<file path="config.mk">
export PLATFORM = sky130hd
export DESIGN_NAME = sktab_front
export DESIGN_NICKNAME = d
export VERILOG_FILES = /design/src/sv/sktab_pkg.sv /design/src/sv/sktab_front.sv
export SDC_FILE = /design/constraint.sdc
export NUM_CORES = 1
export LEC_CHECK = 0
export BUFFER_PORTS_ARGS = -buffer_cell sky130_fd_sc_hd__buf_2
export CORE_MARGIN = 4
export CORE_UTILIZATION = 51
export DETAILED_ROUTE_END_ITERATION = 8
export GPL_TIMING_DRIVEN = 0
export PLACE_DENSITY_LB_ADDON = 0.08
export SYNTH_ARGS = -nofsm -noshare
export SYNTH_HDL_FRONTEND = slang
export SYNTH_SLANG_ARGS = --single-unit
</file>
<file path="constraint.sdc">
create_clock -name clk -period 3.1 [get_ports clk]
set_clock_uncertainty 0.05 [all_clocks]
set_input_delay 0.775 -clock clk [delete_from_list [all_inputs] [get_ports clk]]
set_output_delay 0.775 -clock clk [all_outputs]
set_load 0.05 [all_outputs]
</file>
<file path="src/sv/sktab_pkg.sv">
// ---------------------------------------------------------------------------
// Sorted key table search package
// Sizes, command and result types shared by the front, back and top level.
// ---------------------------------------------------------------------------
package sktab_pkg;

  // Table geometry.
  localparam int DEPTH     = 16384;
  localparam int KEY_BYTES = 5;
  localparam int KEY_W     = 40;
  localparam int IDX_W     = 14;
  localparam int ADDR_W    = (DEPTH > 1) ? $clog2(DEPTH) : 1;
  localparam int COUNT_W   = $clog2(DEPTH + 1);

  // Only the low KEY_BYTES bytes of a key word take part in storage and compare.
  localparam logic [KEY_W-1:0] KEY_MASK = {KEY_W{1'b1}} >> (KEY_W - 8 * KEY_BYTES);

  // Item kinds.
  typedef enum logic {
    KIND_APPEND = 1'b0,
    KIND_LOOKUP = 1'b1
  } kind_t;

  // A classified item as it waits between front and back.
  typedef struct packed {
    kind_t            kind;
    logic [KEY_W-1:0] key;
  } cmd_t;

  // One result item.
  typedef struct packed {
    logic             found;
    logic [IDX_W-1:0] match_index;
    logic             table_full;
  } result_t;

endpackage

</file>
<file path="src/sv/sktab_front.sv">
// ---------------------------------------------------------------------------
// Sorted key table search front end
// Accepts items, masks the key and holds them in a two-entry command queue.
// ---------------------------------------------------------------------------
module sktab_front (
  input  logic                        clk,
  input  logic                        rst,
  input  logic                        push,
  output logic                        full,
  input  logic                        kind,
  input  logic [sktab_pkg::KEY_W-1:0] key_word,
  output logic                        cmd_valid,
  output sktab_pkg::cmd_t             cmd,
  input  logic                        cmd_pop
);
  import sktab_pkg::*;

  cmd_t             q [2];
  logic             wr_ptr;
  logic             rd_ptr;
  logic [1:0]       fill;
  logic             push_ok;
  logic             pop_ok;
  cmd_t             cmd_in;

  // Classify the incoming item and trim the key to its used bytes.
  always_comb begin
    cmd_in.kind = kind_t'(kind);
    cmd_in.key  = key_word & KEY_MASK;
  end

  // The queue holds two entries, so a fill level of two means full.
  assign full      = (fill == 2'd2);
  assign cmd_valid = (fill != 2'd0);
  assign cmd       = q[rd_ptr];
  assign push_ok   = push && !full;
  assign pop_ok    = cmd_pop && cmd_valid;

  // Queue storage; payload needs no reset.
  always_ff @(posedge clk) begin
    if (push_ok) begin
      q[wr_ptr] <= cmd_in;
    end
  end

  // Queue pointers and fill level.
  always_ff @(posedge clk) begin
    if (rst) begin
      wr_ptr <= 1'b0;
      rd_ptr <= 1'b0;
      fill   <= 2'd0;
    end else begin
      if (push_ok) begin
        wr_ptr <= ~wr_ptr;
      end
      if (pop_ok) begin
        rd_ptr <= ~rd_ptr;
      end
      if (push_ok && !pop_ok) begin
        fill <= fill + 2'd1;
      end else if (!push_ok && pop_ok) begin
        fill <= fill - 2'd1;
      end
    end
  end

endmodule

</file>
==> results of run 1 <==
[where the power goes]
part / internal, mW / total, mW / switching (mW)
combinational: 0.383 / 1.38 / 0.998
sequential: 1.48 / 1.52 / 0.0424
clock: 0.451 / 0.826 / 0.374
[final timing paths]
kind | start | end
worst min register to register | wr_ptr | wr_ptr
worst max register to register | fill[1] | q[0][39]
worst min-delay path | wr_ptr | wr_ptr
worst max-delay path | flip-flop | cmd[26]
[state kept, by name, summed over array words and instances, names as in the netlist, named ones only]
register / flops
fill: 2
q: 82
rd_ptr: 1
wr_ptr: 1
[final cells by class]
type | count | share of cell area
flip-flops and latches | 87 | 0.652
well taps | 75 | 0.0239
clock buffers | 10 | 0.0325
inverters | 2 | 0.00191
plain buffers | 5 | 0.00636
multi-input cells | 59 | 0.146
clock inverters | 6 | 0.0216
repair buffers | 88 | 0.116
[cells by family (layout without fill, tap and decap cells)]
kind of cell,Yosys count,after routing,synth area share
buffers and inverters,7,111,0.0103
adders and majority gates,1,1,0.00395
AOI/OAI and AO/OA,5,5,0.00789
and+or+nand+nor,9,9,0.0154
muxes,41,41,0.146
DFF,87,87,0.809
xor gates and xnor gates,3,3,0.00829
[per-stage QoR]
step | instance area [um2] | util | worst slack (ns) | hold slack [ns]
floorplan | 3170 | - | 0.667 | 0.402
global placement | 3700 | 0.617 | 0.0489 | 0.420
detailed placement | 3720 | 0.621 | 0.670 | 0.444
CTS | 3930 | 0.656 | 0.590 | 0.460
global route | 3930 | 0.656 | 0.532 | 0.491
finish | 3930 | 0.656 | 0.639 | 0.454
[Yosys cell counts]
cell type / count / area (um2)
mux2_1: 3 / 33.8
o21ai_0: 3 / 15.0
dfxtp_1: 5 / 100
mux2_2: 38 / 428
and2_1: 1 / 6.26
nor2_1: 4 / 15.0
edfxtp_1: 82 / 2460
buf_2: 5 / 25.0
xor2_1: 3 / 26.3
or2_2: 1 / 6.26
or3_1: 2 / 12.5
a21oi_1: 2 / 10.0
inv_1: 2 / 7.51
nor2b_2: 1 / 8.76
ha_1: 1 / 12.5
[tightest hold or removal path: cells and delay by family (launching register included)]
kind / cells / cell delay (ns)
compound gates: 2 / 0.14
flops: 1 / 0.32
[per-layer routing]
| metal | wire [um] | vias up | track usage |
|---|---|---|---|
| met2 | 2530 | 54 | 0.231 |
| met3 | 379 | 8 | 0.0409 |
| met5 | 0 | - | 0 |
| met4 | 95 | 0 | 0.0765 |
| li1 | - | 790 | - |
| met1 | 2150 | 777 | 0.175 |
==> qor.csv, run 1 <==
stage,metric,value,unit
status,status,"finished, final reports clean",
setup_path,cell chain of the critical path,buf_2 -> buf_2 -> mux2_2 -> buf_2,
flow_run,max-cap violation count,0,
global_route,global-route wire length before repair,7.91,mm
clock_tree,clock transition at the register clock pins on the worst setup and hold paths after CTS,0.08,ns
detailed_routing,post-detailed-route wirelength per cell,15.5,um
sta,"Setup violations, final",0,
sta,Tightest Pin Transition,0.931,ns
clock_tree,setup repair bufs after CTS,0,
cells_and_area,most frequent standard cell in the layout excluding fill and tap cells,buf_2,
pwr,post-route total power,3.73,mW
yosys,flip-flop and latch count after synthesis,87,
sta,worst max-slew margin expressed relative to the limit,0.379,
placed_design,count of buffers from port buffering,87,
sta,total negative setup slack,0,ns
setup_path,"most used cell, CP",buf_2,
setup_path,startpoint type of the worst setup path,flip-flop,
setup_path,capturing element type of the critical path,primary output,
cells_and_area,most used cells in the layout excluding fill and tap cells,"92 x buf_2, 82 x edfxtp_1, 38 x mux2_2, 9 x clkbuf_8, 5 x dfxtp_1",
yosys,Avg Inst Size Synth,20.7,um2
sta,hold violation count in the final report,0,
clock_tree,cell at the root of the clock tree,clkbuf_8,
global_route,largest net degree at the start of global routing,42,
cells_and_area,# fillers,471,
cells_and_area,FF+latch area,2560,um2
die,effective utilization at floorplan,0.529,
clock_tree,TritonCTS clock tree,built,
yosys,warnings from Yosys,0,
sta,setup repair after global routing missed its margin,false,
die,Die ar.,7540,um2
sta,final critical path time including I/O delays and setup,2.46,ns
yosys,summed instance area of the synthesized netlist,3170,um2
setup_path,required time reported for the critical path endpoint,2.27,ns
yosys,synthesized netlist cell count,153,
pwr,power density over the cells,948,nW/um2
setup_path,Crit path depth,4,
detailed_routing,first-pass detailed-route iteration total,4,
yosys,nets in the synthesized netlist,199,
clock_tree,hold_buf cts,0,
setup_path,number of buffers and inverters on the critical path,3,
cells_and_area,final std cells w/o fill,332,
global_route,total congestion overflow after global routing,0,
placed_design,dpl hpwl,3.42,mm
pwr,peak supply drop,0.674,mV
cells_and_area,count of antenna diodes in the layout,0,
cells_and_area,Layout Nets,298,
global_route,vias in the first global route,1660,
placed_design,final weighted congestion in routability-driven placement,0.669,
die,die height,86.8,um
die,Placement Rows,28,
setup_path,critical path data arrival time,1.64,ns
clock_tree,Clock Path Buffers,2,
sta,final max-slew violation count,0,
setup_path,Top Family by Delay on Critical Path,buffers and inverters,
detailed_routing,detailed-route via count,1629,
detailed_routing,DR vias/cell,4.91,
global_route,number of antenna violations at the first check in global routing,0,
sta,share of the clock period used by the worst path after layout,0.794,
cells_and_area,layout overhead on the synthesized area,24.1,%
yosys,proportion of synthesized chip area in sequential cells,0.809,
setup_path,Setup Crit Path Kind,flip-flop to primary output,
clock_tree,number of buffers inserted during clock tree synthesis,9,
global_route,global-route total usage across every layer,0.143,
hold_path,Worst Hold Class,flip-flop to flip-flop,
setup_path,"critical path fanouts, max",10,
detailed_routing,DRC violations left,0,
setup_path,flop2flop setup slack,1.10,ns
sta,achievable clock frequency,0.406,GHz
yosys,number of unique standard cell types used by synthesis,15,
clock_tree,clock insertion delay at the later pin of the skew report,0.34,ns
cells_and_area,area of the multi-input gates,576,um2
pwr,leakage dissipation,1.50,nW
clock_tree,CTS H-Tree Depth,3,
hold_path,Hold Path Cell Cnt,2,
die,total core area,5990,um2
placed_design,dpl cells,316,
die,overall die width,86.8,um
detailed_routing,count of antenna-violating nets left after detailed routing,0,
setup_path,Crit-path slowest cell,mux2_2,
die,number of primary I/O pins,88,
clock_tree,CTS sink cnt,87,
clock_tree,quantity of gates resized following cts,0,
detailed_routing,total detailed-routing wirelength,5.16,mm
detailed_routing,First DRT Iteration DRCs,87,
cells_and_area,proportion of layout cells with a drive suffix above 1,0.580,
setup_path,depth of the worst register-to-register path,3,
setup_path,max incr delay on CP,0.37,ns
No activity file was read; power rests on OpenSTA's default activity.
==> inputs of run 2 (changes only) <==
- CORE_UTILIZATION: 51 -> 46
- clock period: 3.1 -> 2.2 ns (I/O delays scaled with it)
==> run 2 against run 1 <==
Against the previous run:
- final cell count rose by 0.90%
- critical path type unchanged
- global-route usage fell by 1.2 points
- highest routed layer unchanged
- largest power group unchanged
- setup slack got worse by 0.57 ns
- total power rose by 39%
- wire length rose by 2.2%
- clock-buffer cell count did not move
- critical path depth did not move
- first-iteration DRC count fell by 49%
==> qor.csv, run 2 (synthesis gave the netlist of run 1 again) <==
stage,metric,value,unit
clock_tree,clock transition at the register clock pins on the worst setup and hold paths after CTS,0.08,ns
global_route,met1 capacity usage during global routing,0.155,
pwr,post-route total power,5.18,mW
sta,hold violation count in the final report,0,
die,total core area,6530,um2
global_route,routing usage on met2,0.213,
detailed_routing,total detailed-routing wirelength,5.27,mm
pwr,power density over the cells,1310,nW/um2
cells_and_area,Final Cell Area,3960,um2
detailed_routing,first-pass detailed-route iteration total,4,
placed_design,dpl cells,318,
die,die height,91.0,um
die,effective utilization at floorplan,0.485,
setup_path,depth of the worst register-to-register path,3,
pwr,peak supply drop,0.610,mV
placed_design,dpl hpwl,3.50,mm
global_route,total congestion overflow after global routing,0,
clock_tree,cell at the root of the clock tree,clkbuf_8,
global_route,met3 track utilization from global routing,0.0430,
setup_path,"critical path fanouts, max",10,
sta,total negative setup slack,0,ns
clock_tree,setup repair bufs after CTS,0,
setup_path,crit path capture,cmd[17],
setup_path,capturing point of the worst reg2reg path,q[0][2],
pwr,leakage dissipation,1.49,nW
die,number of primary I/O pins,88,
die,Placement Rows,29,
clock_tree,clock insertion delay at the later pin of the skew report,0.33,ns
sta,final critical path time including I/O delays and setup,2.13,ns
cells_and_area,layout overhead on the synthesized area,24.9,%
clock_tree,number of buffers inserted during clock tree synthesis,9,
global_route,number of antenna violations at the first check in global routing,0,
die,overall die width,91.0,um
cells_and_area,final core utilization,0.606,
clock_tree,TritonCTS clock tree,built,
cells_and_area,registers with the most flip-flops,"q (82), fill (2)",
sta,final max-slew violation count,0,
sta,achievable clock frequency,0.470,GHz
detailed_routing,DR vias/cell,4.96,
cells_and_area,count of antenna diodes in the layout,0,
clock_tree,Clock Path Buffers,2,
clock_tree,hold_buf cts,0,
detailed_routing,count of antenna-violating nets left after detailed routing,0,
setup_path,flop2flop setup slack,0.41,ns
status,status,"finished, final reports clean",
cells_and_area,# fillers,507,
clock_tree,CTS H-Tree Depth,3,
global_route,global-route wire length before repair,8.24,mm
sta,"Setup violations, final",0,
detailed_routing,First DRT Iteration DRCs,44,
sta,setup repair after global routing missed its margin,true,
placed_design,final weighted congestion in routability-driven placement,0.666,
setup_path,worst r2r src,fill[1],
sta,worst max-slew margin expressed relative to the limit,0.662,
die,Die ar.,8280,um2
cells_and_area,most frequent standard cell in the layout excluding fill and tap cells,buf_2,
flow_run,max-cap violation count,0,
detailed_routing,detailed-route via count,1663,
sta,Tightest Pin Transition,0.506,ns
setup_path,required time reported for the critical path endpoint,1.60,ns
setup_path,Setup Crit Path Kind,flip-flop to primary output,
cells_and_area,proportion of layout cells with a drive suffix above 1,0.574,
setup_path,capturing element type of the critical path,primary output,
detailed_routing,post-detailed-route wirelength per cell,15.7,um
clock_tree,CTS sink cnt,87,
global_route,vias in the first global route,1726,
setup_path,critical path data arrival time,1.53,ns
placed_design,count of buffers from port buffering,87,
cells_and_area,most used cells in the layout excluding fill and tap cells,"83 x buf_2, 82 x edfxtp_1, 38 x mux2_2, 9 x clkbuf_8",
cells_and_area,largest register by flop count,q,
cells_and_area,Layout Nets,299,
placed_design,instance area after placement,3730,um2
hold_path,Worst Hold Class,primary input to flip-flop,
sta,share of the clock period used by the worst path after layout,0.968,
global_route,peak-usage layer in the global routing report,met2,
global_route,global-route total usage across every layer,0.131,
cells_and_area,final std cells w/o fill,335,
detailed_routing,DRC violations left,0,
global_route,largest net degree at the start of global routing,42,
setup_path,startpoint type of the worst setup path,flip-flop,
cells_and_area,max reg flops,82,
## run 2: per-stage QoR
step / setup slack, ns / hold WS (ns)
after floorplan: 0.0215 / 0.402
after global placement: -0.634 / 0.420
after detailed placement: -0.0868 / 0.443
after CTS: -0.0193 / 0.324
after global routing: -0.0244 / 0.328
final: 0.0705 / 0.350
## run 2: per-layer routing
layer	wire, um	vias up
li1	-	791
met1	2200	811
met2	2620	54
met3	384	7
met4	62	0
met5	0	-
## run 2: how the worst min path moves through the flow
stage                 start   endpoint  slack, ns  depth (start not counted)
3_3_place_gp         wr_ptr     wr_ptr       0.42                          2
2_1_floorplan        wr_ptr     wr_ptr       0.40                          2
6_report       key_word[25]   q[0][25]       0.35                          1
5_1_grt        key_word[24]   q[0][24]       0.33                          1
3_5_place_dp         rd_ptr  flip-flop       0.44                          2
4_1_cts        key_word[22]   q[1][22]       0.32                          1
## run 2: layout make-up
class / count / area (um2) / area share
buffer: 5 / 60.1 / 0.0152
clock buffer: 10 / 128 / 0.0322
clock inverter: 6 / 51.3 / 0.0130
inverter: 2 / 11.3 / 0.00285
multi-input combinational: 59 / 576 / 0.145
sequential: 87 / 2560 / 0.647
tap: 77 / 96.3 / 0.0243
timing repair buffer: 88 / 465 / 0.118
timing repair inverter: 1 / 7.51 / 0.00190
## run 2: critical path: stages (launching register included)
cell and delay [ns]:
dfxtp_1 0.31, buf_4 0.16, buf_6 0.16, mux2_2 0.35, buf_2 0.21
## run 2: power by group
group	leakage, nW	internal, mW	switching, mW
clock	0.0925	0.510	0.494
sequential	0.807	2.08	0.0593
combinational	0.594	0.604	1.43
## run 2: repair_timing
action	in CTS	in global routing
gates cloned	0	1
hold endpoints to repair	0	0
setup endpoints to repair	40	81
resized for setup	4	17
==> inputs of run 3 (changes only) <==
- BUFFER_PORTS_ARGS: -buffer_cell sky130_fd_sc_hd__buf_2 -> -buffer_cell sky130_fd_sc_hd__clkbuf_2
==> run 3 against run 2 <==
Against the previous run:
- flip-flop and latch count stayed put
- register-to-register slack lost 0.05 ns
- total power grew 6.5%
- combinational power increased by 4%
- maximum frequency decreased by 1.3%
- global-route usage is 0.23 points higher
- non-clock buffer count unchanged
- die area stayed put
- core utilization increased by 1.9 points
- via count up 0.60%
- worst hold slack got worse by 0.0081 ns
- wire length up 1.7%
==> qor.csv, run 3 (synthesis gave the netlist of run 1 again) <==
stage,metric,value,unit
status,status,"finished, final reports clean",
clock_tree,cell at the root of the clock tree,clkbuf_8,
setup_path,required time reported for the critical path endpoint,1.60,ns
pwr,peak supply drop,0.703,mV
setup_path,Setup Crit Path Kind,flip-flop to primary output,
placed_design,count of buffers from port buffering,87,
setup_path,critical path data arrival time,1.56,ns
setup_path,capturing element type of the critical path,primary output,
sta,Tightest Pin Transition,0.488,ns
clock_tree,Clock Path Buffers,2,
detailed_routing,First DRT Iteration DRCs,57,
setup_path,startpoint type of the worst setup path,flip-flop,
pwr,leakage dissipation,1.54,nW
detailed_routing,detailed-route via count,1673,
cells_and_area,max reg flops,82,
global_route,global-route wire length before repair,8.41,mm
global_route,vias in the first global route,1757,
sta,least setup slack across all paths after layout,0.0433,ns
die,effective utilization at floorplan,0.485,
sta,"Setup violations, final",0,
cells_and_area,count of antenna diodes in the layout,0,
detailed_routing,total detailed-routing wirelength,5.36,mm
cells_and_area,FF+latch area,2560,um2
sta,final max-slew violation count,0,
placed_design,worst slack after detailed placement,-0.0649,ns
cells_and_area,registers with the most flip-flops,"q (82), fill (2)",
cells_and_area,# fillers,493,
die,die height,91.0,um
placed_design,dpl hpwl,3.52,mm
sta,setup repair after global routing missed its margin,true,
sta,worst max-slew margin expressed relative to the limit,0.674,
global_route,largest net degree at the start of global routing,42,
global_route,total congestion overflow after global routing,0,
hold_path,Worst Hold Class,primary input to flip-flop,
die,total core area,6530,um2
detailed_routing,post-detailed-route wirelength per cell,16.1,um
clock_tree,clock transition at the register clock pins on the worst setup and hold paths after CTS,0.08,ns
pwr,post-route total power,5.52,mW
sta,hold violation count in the final report,0,
sta,share of the clock period used by the worst path after layout,0.980,
clock_tree,hold_buf cts,0,
sta,achievable clock frequency,0.464,GHz
clock_tree,setup repair bufs after CTS,0,
placed_design,instance area after placement,3730,um2
clock_tree,clock insertion delay at the later pin of the skew report,0.34,ns
pwr,power density over the cells,1350,nW/um2
setup_path,"critical path fanouts, max",10,
clock_tree,CTS H-Tree Depth,3,
cells_and_area,Final Cell Area,4080,um2
cells_and_area,largest register by flop count,q,
detailed_routing,DRC violations left,0,
clock_tree,number of buffers inserted during clock tree synthesis,9,
cells_and_area,layout overhead on the synthesized area,28.9,%
cells_and_area,proportion of layout cells with a drive suffix above 1,0.580,
cells_and_area,most used cells in the layout excluding fill and tap cells,"82 x edfxtp_1, 47 x clkbuf_2, 38 x mux2_2, 38 x clkbuf_4, 9 x clkbuf_8",
die,Placement Rows,29,
clock_tree,CTS sink cnt,87,
placed_design,final weighted congestion in routability-driven placement,0.664,
cells_and_area,most frequent standard cell in the layout excluding fill and tap cells,edfxtp_1,
die,number of primary I/O pins,88,
sta,final critical path time including I/O delays and setup,2.16,ns
global_route,number of antenna violations at the first check in global routing,0,
detailed_routing,DR vias/cell,5.01,
cells_and_area,area of the multi-input gates,576,um2
die,Die ar.,8280,um2
die,overall die width,91.0,um
detailed_routing,count of antenna-violating nets left after detailed routing,0,
clock_tree,TritonCTS clock tree,built,
cells_and_area,Layout Nets,299,
detailed_routing,first-pass detailed-route iteration total,4,
global_route,global-route total usage across every layer,0.133,
flow_run,max-cap violation count,0,
run 3: cell types whose count changed in the layout (fill, tap and decap cells not counted), sizes merged:
cell | before | now
bufinv | 1 | 3
clkbuf | 10 | 96
clkinv | 5 | 1
buf | 93 | 8
run 3: critical path: stages, from the launching register on:
cell and delay, ns:
dfxtp_1 0.31, buf_4 0.14, buf_4 0.20, mux2_2 0.35, clkbuf_4 0.21
run 3: path summary, 6_finish.rpt:
path                                   start        to  slack [ns]  cells past startpoint
worst max register to register       fill[1]  q[0][13]        0.36                      3
worst min register to register        wr_ptr    wr_ptr        0.44                      2
worst min-delay path            key_word[32]  q[0][32]        0.34                      1
worst max-delay path               flip-flop   cmd[26]        0.04                      4
run 3: layout make-up:
| type | count | share of cell area |
|---|---|---|
| sequential | 87 | 0.627 |
| multi-input combinational | 59 | 0.141 |
| timing repair buffer | 88 | 0.136 |
| clock buffer | 11 | 0.0322 |
| tap | 77 | 0.0236 |
| clock inverter | 4 | 0.0233 |
| buffer | 5 | 0.0119 |
| inverter | 2 | 0.00276 |
| timing repair inverter | 1 | 0.00184 |
run 3: where the power goes:
part           internal (mW)  total, mW  switching [mW]
combinational          0.689       2.12            1.43
sequential              2.08       2.14          0.0597
clock                  0.748       1.25           0.507
run 3: timing repair:
action,4_1_cts,5_1_grt
endpoints found under the hold margin,0,0
cloned,0,1
resized for setup,44,8
endpoints found under the setup margin,40,81
run 3: through the flow:
| step | utilization | instances | TNS (ns) | hold slack [ns] |
|---|---|---|---|---|
| after detailed placement | 0.570 | 318 | -2.54 | 0.433 |
| after global routing | 0.625 | 334 | -0.848 | 0.321 |
| final | 0.625 | 334 | 0 | 0.341 |
| after floorplan | - | 153 | 0 | 0.402 |
| after CTS | 0.622 | 333 | -0.108 | 0.323 |
| after global placement | 0.567 | 317 | -28.13 | 0.422 |
run 3: routing by layer:
layer / wire length [um] / vias to the layer above / part of all wire / global-route usage
met5: 0 / - / 0 / 0
met4: 52 / 0 / 0.0097 / 0.0641
met1: 2230 / 811 / 0.42 / 0.163
met2: 2640 / 62 / 0.49 / 0.208
met3: 440 / 6 / 0.082 / 0.0512
li1: - / 794 / - / -
